$ cat config.mk
export PLATFORM = sky130hd
export DESIGN_NAME = object_file_section_loader_top
export DESIGN_NICKNAME = d
export VERILOG_FILES = /design/src/hdl/osl_pkg.sv /design/src/hdl/object_file_section_loader_top.sv /design/src/hdl/osl_parser.sv
export SDC_FILE = /design/constraint.sdc
export NUM_CORES = 1
export LEC_CHECK = 0
export ABC_AREA = 1
export BUFFER_PORTS_ARGS = -buffer_cell sky130_fd_sc_hd__buf_2
export CAP_MARGIN = 30
export CORE_ASPECT_RATIO = 0.9
export CORE_MARGIN = 2
export CORE_UTILIZATION = 50
export CTS_CLUSTER_SIZE = 40
export DETAILED_ROUTE_END_ITERATION = 10
export PLACE_DENSITY = 0.69
export SYNTH_ARGS = -nofsm -noshare
export SYNTH_HDL_FRONTEND = slang
export SYNTH_SLANG_ARGS = --single-unit
$ cat constraint.sdc
create_clock -name i_clk -period 5.4 [get_ports i_clk]
set_input_delay 0.27 -clock i_clk [delete_from_list [all_inputs] [get_ports i_clk]]
set_output_delay 0.27 -clock i_clk [all_outputs]
set_load 0.02 [all_outputs]
$ cat src/hdl/osl_pkg.sv
package osl_pkg;

    localparam logic [15:0] HDR_CODE  = 16'hDECA;
    localparam logic [15:0] HDR_DATA  = 16'hDADA;
    localparam logic [15:0] HDR_SYM   = 16'hB7C3;
    localparam logic [15:0] HDR_FNAME = 16'h7EF1;
    localparam logic [15:0] HDR_LINE  = 16'h5E71;
    localparam logic [15:0] DATA_LO   = 16'h2000;
    localparam logic [15:0] DATA_HI   = 16'h7FFF;
    localparam logic [15:0] LINE_WORDS = 16'd3;

    // result kinds
    localparam logic RK_WRITE  = 1'b0;
    localparam logic RK_FINISH = 1'b1;

    // load status codes
    localparam logic [1:0] ST_OK           = 2'd0;
    localparam logic [1:0] ST_CODE_IN_DATA = 2'd1;
    localparam logic [1:0] ST_DATA_IN_CODE = 2'd2;
    localparam logic [1:0] ST_TRUNCATED    = 2'd3;

    typedef struct packed {
        logic        valid;
        logic        kind;
        logic [15:0] address;
        logic [15:0] data;
        logic [1:0]  status;
    } t_result;

endpackage

$ cat src/hdl/object_file_section_loader_top.sv
// Object file section loader.
// Input channel (i_in_valid / o_in_ready) carries one byte of the file per
// request, with i_end_of_stream high on the last byte. Output channel
// (o_out_valid / i_out_ready) carries one result per request: a memory write
// (o_result_kind = 0) for each code or data word, or a finish result
// (o_result_kind = 1) with o_load_status for the byte flagged end of stream;
// a finish result also carries a write if that final byte completed a word.
// Most bytes produce no result.
// A result is registered and appears on the output in the cycle after its byte is taken.
// Throughput: one byte per cycle while o_in_ready is high; the parser
// updates its state in the cycle the byte is taken and the single output
// register holds the result. o_in_ready is high whenever the output register
// is empty or being drained, so a stalled receiver stops input only while a
// result waits in it. Reset (synchronous, active low) empties the output
// register and returns the parser to awaiting a section header with no error
// held. A byte flagged end of stream does the same to the parser once parsed.
module object_file_section_loader_top (
    input  logic        i_clk,
    input  logic        i_rst_n,
    input  logic        i_in_valid,
    output logic        o_in_ready,
    input  logic [7:0]  i_data_byte,
    input  logic        i_end_of_stream,
    output logic        o_out_valid,
    input  logic        i_out_ready,
    output logic        o_result_kind,
    output logic [15:0] o_write_address,
    output logic [15:0] o_write_data,
    output logic [1:0]  o_load_status
);

    osl_pkg::t_result result;
    logic             take;
    logic             r_out_valid;
    logic             r_kind;
    logic [15:0]      r_address;
    logic [15:0]      r_data;
    logic [1:0]       r_status;

    assign o_in_ready = !r_out_valid || i_out_ready;
    assign take       = i_in_valid && o_in_ready;

    osl_parser u_parser (
        .i_clk           (i_clk),
        .i_rst_n         (i_rst_n),
        .i_take          (take),
        .i_data_byte     (i_data_byte),
        .i_end_of_stream (i_end_of_stream),
        .o_result        (result)
    );

    always_ff @(posedge i_clk) begin
        if (!i_rst_n) begin
            r_out_valid <= 1'b0;
        end else if (take) begin
            r_out_valid <= result.valid;
        end else if (i_out_ready) begin
            r_out_valid <= 1'b0;
        end
    end

    always_ff @(posedge i_clk) begin
        if (take) begin
            r_kind    <= result.kind;
            r_address <= result.address;
            r_data    <= result.data;
            r_status  <= result.status;
        end
    end

    assign o_out_valid     = r_out_valid;
    assign o_result_kind   = r_kind;
    assign o_write_address = r_address;
    assign o_write_data    = r_data;
    assign o_load_status   = r_status;

endmodule

$ cat src/hdl/osl_parser.sv
module osl_parser (
    input  logic              i_clk,
    input  logic              i_rst_n,
    input  logic              i_take,
    input  logic [7:0]        i_data_byte,
    input  logic              i_end_of_stream,
    output osl_pkg::t_result  o_result
);

    typedef enum logic [2:0] {
        PH_HEADER = 3'd0,
        PH_ADDR   = 3'd1,
        PH_COUNT  = 3'd2,
        PH_WORDS  = 3'd3,
        PH_BYTES  = 3'd4,
        PH_LINE   = 3'd5
    } t_phase;

    typedef enum logic [2:0] {
        K_NONE  = 3'd0,
        K_CODE  = 3'd1,
        K_DATA  = 3'd2,
        K_SYM   = 3'd3,
        K_FNAME = 3'd4,
        K_LINE  = 3'd5
    } t_kind;

    t_phase      r_phase, n_phase;
    t_kind       r_kind, n_kind;
    logic [7:0]  r_hold, n_hold;
    logic        r_half, n_half;
    logic [15:0] r_addr, n_addr;
    logic [15:0] r_items, n_items;
    logic [1:0]  r_err, n_err;
    logic        r_sink, n_sink;

    logic [15:0] word;
    logic [15:0] items_dec;
    logic [15:0] addr_inc;
    logic        wr;

    function automatic logic [1:0] region_err(input t_kind kind, input logic [15:0] addr);
        logic in_data;
        in_data = (addr >= osl_pkg::DATA_LO) && (addr <= osl_pkg::DATA_HI);
        if (kind == K_CODE && in_data) begin
            return osl_pkg::ST_CODE_IN_DATA;
        end else if (kind == K_DATA && !in_data) begin
            return osl_pkg::ST_DATA_IN_CODE;
        end
        return osl_pkg::ST_OK;
    endfunction

    assign word      = {r_hold, i_data_byte};
    assign items_dec = r_items - 16'd1;
    assign addr_inc  = r_addr + 16'd1;

    always_comb begin
        n_phase  = r_phase;
        n_kind   = r_kind;
        n_hold   = r_hold;
        n_half   = r_half;
        n_addr   = r_addr;
        n_items  = r_items;
        n_err    = r_err;
        n_sink   = r_sink;
        wr       = 1'b0;
        o_result = '0;

        if (!r_sink) begin
            if (r_phase == PH_BYTES) begin
                n_items = items_dec;
                if (items_dec == 16'd0) begin
                    n_phase = PH_HEADER;
                    n_kind  = K_NONE;
                end
            end else if (!r_half) begin
                n_hold = i_data_byte;
                n_half = 1'b1;
            end else begin
                n_half = 1'b0;
                case (r_phase)
                    PH_ADDR: begin
                        n_addr  = word;
                        n_phase = PH_COUNT;
                    end
                    PH_COUNT: begin
                        n_items = word;
                        if (word == 16'd0) begin
                            n_phase = PH_HEADER;
                            n_kind  = K_NONE;
                        end else if (r_kind == K_CODE || r_kind == K_DATA) begin
                            n_phase = PH_WORDS;
                            if (region_err(r_kind, r_addr) != osl_pkg::ST_OK) begin
                                n_err  = region_err(r_kind, r_addr);
                                n_sink = 1'b1;
                            end
                        end else begin
                            n_phase = PH_BYTES;
                        end
                    end
                    PH_WORDS: begin
                        wr      = 1'b1;
                        n_addr  = addr_inc;
                        n_items = items_dec;
                        if (items_dec == 16'd0) begin
                            n_phase = PH_HEADER;
                            n_kind  = K_NONE;
                        end else if (region_err(r_kind, addr_inc) != osl_pkg::ST_OK) begin
                            n_err  = region_err(r_kind, addr_inc);
                            n_sink = 1'b1;
                        end
                    end
                    PH_LINE: begin
                        n_items = items_dec;
                        if (items_dec == 16'd0) begin
                            n_phase = PH_HEADER;
                            n_kind  = K_NONE;
                        end
                    end
                    default: begin
                        n_phase = PH_HEADER;
                        n_kind  = K_NONE;
                        if (word == osl_pkg::HDR_CODE) begin
                            n_kind  = K_CODE;
                            n_phase = PH_ADDR;
                        end else if (word == osl_pkg::HDR_DATA) begin
                            n_kind  = K_DATA;
                            n_phase = PH_ADDR;
                        end else if (word == osl_pkg::HDR_SYM) begin
                            n_kind  = K_SYM;
                            n_phase = PH_ADDR;
                        end else if (word == osl_pkg::HDR_FNAME) begin
                            n_kind  = K_FNAME;
                            n_phase = PH_COUNT;
                        end else if (word == osl_pkg::HDR_LINE) begin
                            n_kind  = K_LINE;
                            n_phase = PH_LINE;
                            n_items = osl_pkg::LINE_WORDS;
                        end
                    end
                endcase
            end
        end

        if (wr) begin
            o_result.valid   = 1'b1;
            o_result.kind    = osl_pkg::RK_WRITE;
            o_result.address = r_addr;
            o_result.data    = word;
        end

        if (i_end_of_stream) begin
            o_result.valid = 1'b1;
            o_result.kind  = osl_pkg::RK_FINISH;
            if (n_sink) begin
                o_result.status = n_err;
            end else if (n_phase != PH_HEADER || n_half) begin
                o_result.status = osl_pkg::ST_TRUNCATED;
            end else begin
                o_result.status = osl_pkg::ST_OK;
            end
            // back to the idle parse state for the next file
            n_phase = PH_HEADER;
            n_kind  = K_NONE;
            n_hold  = '0;
            n_half  = 1'b0;
            n_addr  = '0;
            n_items = '0;
            n_err   = osl_pkg::ST_OK;
            n_sink  = 1'b0;
        end
    end

    always_ff @(posedge i_clk) begin
        if (!i_rst_n) begin
            r_phase <= PH_HEADER;
            r_kind  <= K_NONE;
            r_hold  <= '0;
            r_half  <= 1'b0;
            r_addr  <= '0;
            r_items <= '0;
            r_err   <= osl_pkg::ST_OK;
            r_sink  <= 1'b0;
        end else if (i_take) begin
            r_phase <= n_phase;
            r_kind  <= n_kind;
            r_hold  <= n_hold;
            r_half  <= n_half;
            r_addr  <= n_addr;
            r_items <= n_items;
            r_err   <= n_err;
            r_sink  <= n_sink;
        end
    end

endmodule

# Word-level counts from Yosys, hierarchy flattened
# Index checks and enable logic that the tools add are counted.
# totals
in_bits	13
elab_cells	192
out_inout_bits	37
register_bits	86
# op_classes
reduce_logical	28
eq_ne	21
n_addsub	2
n_mux	124
order_cmp	4
# op_table
op	count
$mux W16	13
$mux W3	22
$mux W2	31
$eq A16 B16 Y1 const B	3
$pmux W16 S3	1
$mux W1	47
$mux W34	1
$eq A16 B15 Y1 const B	2
$ge A16 B14 Y1 const B	2
$le A16 B15 Y1 const B	2
$logic_not A16 Y1	2
$mux W8	4
$pmux W16 S2	1
$ne A5 B4 Y1 const B	4
$pmux W3 S3	2
$add A16 B1 Y16 const B	1
$sub A16 B1 Y16 const B	1
$reduce_and A5 Y1	2
$eq A3 B2 Y1 const B	3
$reduce_and A9 Y1	1
$reduce_bool A3 Y1	3
$reduce_bool A2 Y1	4
$logic_and A1 B1 Y1	7
$eq A3 B1 Y1 const B	2
other kinds (11)	18

# Depth between registers and ports, before layout
# Gate-level depths: netlist of run 1.
# depth
ltp_word	36
mapped_depth	20
mapped_depth_nobuf	20

# By module
# From an unflattened synthesis of run 1, not the netlist that was laid out.
# hier_totals
hier_cells	749
area_unflattened_um2	5146.2
# by_module_without_submodules
mod	instances	cells_per_inst	area_each_um2	seq_area_each_um2
osl_parser	1	707	4041.4	1001.0
object_file_section_loader_top	1	42	1104.8	1071.0

# Worst setup path after synthesis of run 1
# Ideal clock, no wire load.
# synth_timing
kind	register to register
start	reg u_parser.r_items[0]
end	reg r_status[0], in the netlist o_load_status[0], data pin
required_time_ns	5.130
path_slack_ns	3.201
path_stages_with_launch	17
arrival_ns	1.929
period_less_slack_ns	2.199
setup_ns	0.270
path_buffers	0
cell_sequence	dfxtp_1 inv_1 ha_1 xnor2_1 nand2_1 nor2_2 nand2_1 nor2_2 nand2_2 nor2_4 nand2_4 nand2_1 nand3b_1 a21boi_2 nand2_1 nand2_1 a21oi_1
# synth_between
elab_chain_len	11
elab_cells_between_ends	21
cone_classes	1 x add/sub; 17 x mux; 3 x reduce/logical
# synth_rtl
item	line	text
start, declared	osl_parser.sv:33	logic [15:0] r_items, n_items;
start signal, assigned	osl_parser.sv:190	r_items <= n_items;
$sub A16 B1 Y16 *	osl_parser.sv:54	assign items_dec = r_items - 16'd1;
$logic_not A16 Y1 *	osl_parser.sv:72, osl_parser.sv:105, osl_parser.sv:115	
$mux W3	osl_parser.sv:72, osl_parser.sv:105, osl_parser.sv:115	
$pmux W3 S3	osl_parser.sv:81	case (r_phase)
$mux W3	osl_parser.sv:76	end else if (!r_half) begin
$mux W3	osl_parser.sv:70	if (r_phase == PH_BYTES) begin
$mux W3	osl_parser.sv:69	if (!r_sink) begin
$reduce_bool A3 Y1	osl_parser.sv:157	end else if (n_phase != PH_HEADER || n_half) begin
$logic_or A1 B1 Y1	osl_parser.sv:157	
$mux W2	osl_parser.sv:157	
$mux W2 *	osl_parser.sv:155	if (n_sink) begin
end signal, assigned	object_file_section_loader_top.sv:67	r_status <= result.status;
end, declared	object_file_section_loader_top.sv:38	logic [1:0] r_status;
# Mark *: on every way between the ends. The rest lies on a longest branch, timed or not.
# A chain may end at the register's enable or synchronous reset.

# Worst setup path after layout of run 1
# Same ends and word-level chain as after synthesis.

==> results.sh, run 1 <==
export IMPL_hold_buffers=0
export IMPL_slowest_stage="dfxtp_1"
export IMPL_crit_type="reg2reg"
export IMPL_start_util_pct=51.7
export IMPL_powerDensity_nw_per_um2=264
export IMPL_area_growth_pct=11.4
export IMPL_vias=4810
export IMPL_first_global_vias=4411
export IMPL_place_hpwl_mm=10.2
export IMPL_slew_violations=0
export IMPL_crit_family="simple AND/OR/NAND/NOR gates"
export IMPL_hold_path_class="in2reg"
export IMPL_async_flop_share_pct=0
export IMPL_portBuffers=49
export IMPL_synth_area_per_cell_um2=7.14
export IMPL_cts_tree="done"
export IMPL_layout_nets=764
export IMPL_synth_seq_area_share_pct=41.4
export IMPL_maxCapViolCount=0
export IMPL_drt_pass1_iterations=6
export IMPL_rsz0062_at_grt="false"
export IMPL_critPathMaxFanout=7
export IMPL_setup_tns_ps=0
export IMPL_cts_setup_buffers=0
export IMPL_peakVddDrop_mv=0.128
export IMPL_drcViolationCount=0
export IMPL_critPathMaxStageDelay_ps=340
export IMPL_final_core_util_pct=57.5
export IMPL_synth_seq_cells=86
export IMPL_grtUsageTotal_pct=25.9
export IMPL_fmax_ghz=0.375
export IMPL_ys_flop_type="dfxtp_1"
export IMPL_dieHeight_um=99.0
export IMPL_finalSetupViolations=0
export IMPL_period_share_pct=49.4
export IMPL_clk_latency_ps=370
export IMPL_setup_worst_path_end_class="flip-flop"
export IMPL_synth_warnings=0
export IMPL_required_ps=5480
export IMPL_cts_max_path_buffers=2
export IMPL_tightestPinTransition_ps=945
export IMPL_htreeDepth=3
export IMPL_cp_start_kind="flip-flop"
export IMPL_p_leak_nw=2.23
export IMPL_synth_nets=719
export IMPL_synth_edf_count=35
export IMPL_drive_gt1_share_pct=15.0
export IMPL_rows=34
export IMPL_fin_area_um2=5580
export IMPL_first_iter_violations=387
export IMPL_relSlewSlack_pct=37.0
export IMPL_layout_common_cells="nand2_1 (152), nor2_1 (99), inv_1 (91)"
export IMPL_drt_total_wl_mm=13.5
export IMPL_clock_sinks=86
export IMPL_final_common_cell="nand2_1"
export IMPL_cp_arrival_ps=2740
export IMPL_numCtsBuffers=9
export IMPL_ys_types=44
export IMPL_critPathBufInv=2
export IMPL_crit_chain="inv_1 -> ha_1 -> nand2_2 -> nor2_2 -> nand2_1 -> nand2_1 -> nand2_1 -> inv_2 -> nand3_1 -> nor2_4 -> nand2_4 -> nand2_1 -> nand2_1 -> nand2_1 -> nand3_1 -> nor2_1 -> nand2_1 -> nand2_1 -> a21oi_1"
export IMPL_finClkSkew_ps=17.1
export IMPL_synthesis_instances=702
export IMPL_core_um2=9700
export IMPL_grt_max_degree=36
export IMPL_die_w_um=110
export IMPL_syn_area_um2=5010
export IMPL_wl_per_cell_um=15.4
export IMPL_path_clk_slew_ps=90
export IMPL_status="completed"
export IMPL_grt_ovfl_total=0
export IMPL_hold_viol=0
export IMPL_cts_root_buf="clkbuf_8"
export IMPL_ios=50
export IMPL_post_cts_resized=0
export IMPL_diodes=0
export IMPL_antenna_found_initial=0
export IMPL_crit_top_cell="nand2_1"
export IMPL_placed_area_um2=5380
export IMPL_finalCriticalPeriod_ps=2670
export IMPL_die_area_um2=10800
export IMPL_gp_congestion=0.896
export IMPL_viasPerCell=5.48
export IMPL_drt_antenna_violating_nets=0
export IMPL_grt_pass1_wl_mm=22.1
## worst min-delay path, stage by stage
cell and delay [ps]:
buf_2 80, inv_1 30, nand2_1 90, a21oi_1 80
## state kept, by name, indices dropped and copies added (netlist names)
signal	flops
o_result_kind	1
u_parser.r_sink	1
u_parser.r_half	1
o_load_status	2
o_write_address	16
u_parser.r_hold	8
o_write_data	16
u_parser.r_err	2
o_out_valid	1
u_parser.r_addr	16
u_parser.r_items	16
u_parser.r_phase	3
u_parser.r_kind	3
## area by class of cell
class,instances,area [um2]
Fill cell,946,4120
Sequential cell,86,2070
Inverter,101,382
Multi-Input combinational cell,497,2480
Timing Repair Buffer,52,288
Clock buffer,9,124
Clock inverter,7,80.1
Tap cell,126,158
## stage by stage
| stage | hold WS [ps] | setup WS, ps | total power, mW | instances |
|---|---|---|---|---|
| floorplan | 369 | 3200 | 0.935 | 702 |
| global placement | 455 | 2730 | 1.01 | 861 |
| detailed placement | 463 | 2710 | 1.01 | 862 |
| CTS | 219 | 2750 | 1.48 | 878 |
| global route | 258 | 2450 | 1.54 | 878 |
| finish | 234 | 2730 | 1.47 | 878 |
## cells by family after synthesis
| kind of cell | share of synthesized area, % |
|---|---|
| buffers and inverters | 9.19 |
| xor gates and xnor gates | 0.699 |
| adders and majority gates | 0.999 |
| DFF | 41.4 |
| AOI/OAI and AO/OA | 15.5 |
| and+or+nand+nor | 32.3 |
## synth_stat cells, types with 2 or more instances
| cell | instances | area [um2] |
|---|---|---|
| ha_1 | 4 | 50.1 |
| nand2_4 | 2 | 22.5 |
| dfxtp_1 | 51 | 1020 |
| nand4_1 | 14 | 87.6 |
| a31oi_1 | 5 | 31.3 |
| a21oi_1 | 50 | 250 |
| nand3b_1 | 7 | 52.6 |
| o21ai_0 | 35 | 175 |
| xor2_1 | 3 | 26.3 |
| buf_2 | 3 | 15.0 |
| inv_1 | 91 | 342 |
| a211oi_1 | 7 | 52.6 |
| nand2_2 | 10 | 62.6 |
| a311oi_1 | 3 | 26.3 |
| nand2_1 | 152 | 571 |
| o22ai_1 | 10 | 62.6 |
| nor3_1 | 12 | 60.1 |
| o211ai_1 | 12 | 90.1 |
| o21ai_1 | 6 | 30.0 |
| nor2_1 | 99 | 372 |
| nor4_1 | 4 | 25.0 |
| edfxtp_1 | 35 | 1050 |
| clkbuf_1 | 13 | 48.8 |
| inv_2 | 9 | 33.8 |
| nor2_4 | 6 | 67.6 |
| nand3_1 | 33 | 165 |
| nor2_2 | 9 | 56.3 |
## power by group
| part | leakage [nW] | switching [mW] | total [mW] | internal, mW |
|---|---|---|---|---|
| clock network | 0.102 | 0.253 | 0.472 | 0.219 |
| registers | 0.772 | 0.0229 | 0.726 | 0.703 |
| logic | 1.36 | 0.190 | 0.273 | 0.0835 |
## path summary, 6_finish.rpt
| path | endpoint | depth (start not counted) | start | slack (ps) |
|---|---|---|---|---|
| worst max-delay path | o_load_status[0] | 19 | u_parser.r_items[0] | 2730 |
| worst min-delay path | o_out_valid | 4 | i_out_ready | 230 |
| worst max register to register | o_load_status[0] | 19 | u_parser.r_items[0] | 2730 |
| worst min register to register | u_parser.r_err[1] | 2 | u_parser.r_err[1] | 470 |
## per-layer routing
metal	global-route usage, %	part of all wire (%)	wire [um]
met5	0	0	0
met4	7.11	1.6	218
met3	4.89	7.3	987
met2	40.0	45	6020
met1	37.0	46	6260
(Power assumes the default switching activity.)
==> inputs of run 2 (changes only) <==
Settings changed: PLACE_DENSITY 0.69 to 0.72.
Clock period 5.4 ns to 2.2 ns, I/O delays scaled along.
==> run 2 against run 1 <==
  * The run now ends with negative setup slack left
  * Sequential share of layout area decreased by 3.1 points
  * Maximum frequency grew 19%
  * Global-route usage increased by 0.97 points
  * Sequential power rose by 150%
  * Highest routed layer unchanged
  * Critical endpoint is now o_load_status[1]
==> results.sh, run 2 (synthesized netlist as in run 1, its figures left out) <==
export IMPL_cts_tree="done"
export IMPL_hold_path_class="in2reg"
export IMPL_finalCriticalPeriod_ps=2240
export IMPL_peakVddDrop_mv=0.349
export IMPL_rrSetupSlack_ps=-40
export IMPL_dieHeight_um=99.0
export IMPL_critPathMaxFanout=7
export IMPL_crit_chain="inv_2 -> buf_6 -> nand2_8 -> nor2_4 -> buf_4 -> nand2_1 -> nand2_1 -> nor2_1 -> nand3_2 -> nor2_4 -> nand2_4 -> nand2_1 -> nand2_1 -> nand2_2 -> nand3_2 -> nor2_1 -> nand2_1 -> nand2_2 -> a21oi_1"
export IMPL_worstHoldStart="i_in_valid"
export IMPL_min_path_cells=3
export IMPL_rr_worst_depth=19
export IMPL_cp_start_kind="flip-flop"
export IMPL_failed_checks="negative setup slack"
export IMPL_die_area_um2=10800
export IMPL_ios=50
export IMPL_power_mw=3.63
export IMPL_cts_max_path_buffers=2
export IMPL_fillers=843
export IMPL_setup_worst_path_end_class="flip-flop"
export IMPL_grt_ovfl_total=0
export IMPL_rows=34
export IMPL_crit_type="reg2reg"
export IMPL_placedCellCount=906
export IMPL_slowest_stage="dfxtp_1"
export IMPL_hold_buffers=0
export IMPL_first_iter_violations=420
export IMPL_diodes=0
export IMPL_start_util_pct=51.7
export IMPL_hold_viol=0
export IMPL_first_global_vias=4774
export IMPL_reg2reg_from="u_parser.r_items[0]"
export IMPL_place_hpwl_mm=10.5
export IMPL_drive_gt1_share_pct=26.7
export IMPL_p_leak_nw=2.52
export IMPL_layout_nets=815
export IMPL_drt_pass1_iterations=5
export IMPL_path_clk_slew_ps=90
export IMPL_core_um2=9700
export IMPL_wl_per_cell_um=15.4
export IMPL_htreeDepth=3
export IMPL_setup_tns_ps=-71.9
export IMPL_portBuffers=49
export IMPL_ff_latch_area_um2=2090
export IMPL_crit_family="simple AND/OR/NAND/NOR gates"
export IMPL_powerDensity_nw_per_um2=590
export IMPL_final_common_cell="nand2_1"
export IMPL_antenna_found_initial=0
export IMPL_slew_violations=0
export IMPL_fmax_ghz=0.447
export IMPL_grtUsageTotal_pct=26.9
export IMPL_clk_latency_ps=370
export IMPL_vias=5164
export IMPL_fin_ws_ps=-36.7
export IMPL_multi_input_area_um2=2680
export IMPL_gp_congestion=1.02
export IMPL_crit_top_cell="nand2_1"
export IMPL_required_ps=2310
export IMPL_hold_path_end="o_out_valid"
export IMPL_critPathMaxStageDelay_ps=350
export IMPL_clock_sinks=86
export IMPL_critPathBufInv=3
export IMPL_layout_common_cells="nand2_1 (139), nor2_1 (90), inv_1 (87)"
export IMPL_tightestPinTransition_ps=1000
export IMPL_drt_antenna_violating_nets=0
export IMPL_relSlewSlack_pct=33.2
export IMPL_cts_root_buf="clkbuf_8"
export IMPL_reg2reg_to="o_load_status[1]"
export IMPL_status="finished with violations"
export IMPL_viasPerCell=5.56
export IMPL_numCtsBuffers=9
export IMPL_drt_total_wl_mm=14.3
export IMPL_rsz0062_at_grt="true"
export IMPL_maxCapViolCount=0
export IMPL_finClkSkew_ps=11.4
export IMPL_drcViolationCount=0
export IMPL_grt_max_degree=36
export IMPL_finalSetupViolations=2
export IMPL_area_growth_pct=22.9
export IMPL_period_share_pct=102
export IMPL_finalNonFillerCells=929
export IMPL_grt_pass1_wl_mm=22.9
export IMPL_cp_arrival_ps=2350
export IMPL_die_w_um=110
-- run 2: worst max-delay path by stage --
| stage | from | end | slack (ps) | cells after the start |
|---|---|---|---|---|
| final | u_parser.r_items[0] | o_load_status[1] | -40 | 19 |
| after global routing | u_parser.r_items[1] | o_load_status[0] | -180 | 18 |
| after CTS | u_parser.r_addr[1] | o_load_status[1] | 2 | 20 |
| after detailed placement | u_parser.r_items[1] | o_load_status[1] | -120 | 18 |
| after global placement | u_parser.r_items[1] | o_load_status[1] | -4 | 16 |
| after floorplan | u_parser.r_items[0] | o_load_status[0] | 1 | 16 |
-- run 2: what timing repair did --
action                                  in CTS  in global routing
resized for setup                           19                 54
pin swaps                                    4                 25
endpoints found under the setup margin       2                 46
setup buffers                                2                  5
-- run 2: metrics by stage --
stage               instance area [um2]  hold WS (ps)  setup WS (ps)  util (%)
floorplan                          5010           209           1.39         -
global placement                   5690           396          -4.00      58.6
detailed placement                 5690           422           -121      58.6
CTS                                5950          24.1           1.55      61.3
global route                       6150          55.4           -181      63.5
finish                             6150          31.7          -36.7      63.5
-- run 2: area by class of cell --
| class | instances | area share [%] |
|---|---|---|
| flip-flops and latches | 86 | 34.0 |
| multi-input cells | 497 | 43.6 |
| inverters | 101 | 6.20 |
| repair buffers | 103 | 10.8 |
| clock buffers | 9 | 2.01 |
| well taps | 126 | 2.56 |
| clock inverters | 7 | 0.793 |
-- run 2: worst min-delay path: cells and delay by family --
kind	cells	cell delay, ps
AOI/OAI and AO/OA	2	130
buffers and inverters	1	110
-- run 2: power by group --
part           internal [mW]  switching [mW]  leakage, nW  total, mW
Combinational          0.315           0.517         1.66      0.831
Sequential              1.73          0.0596        0.779       1.79
Clock                  0.410           0.601       0.0809       1.01
Total                   2.45            1.18         2.52       3.63
-- run 2: metal layers --
metal,up-vias,share of wire (%),GRT usage (%)
met5,-,0,0
met4,0,2.3,9.15
met3,31,8.7,5.16
met2,261,46,41.8
met1,2360,43,37.3
li1,2512,-,-
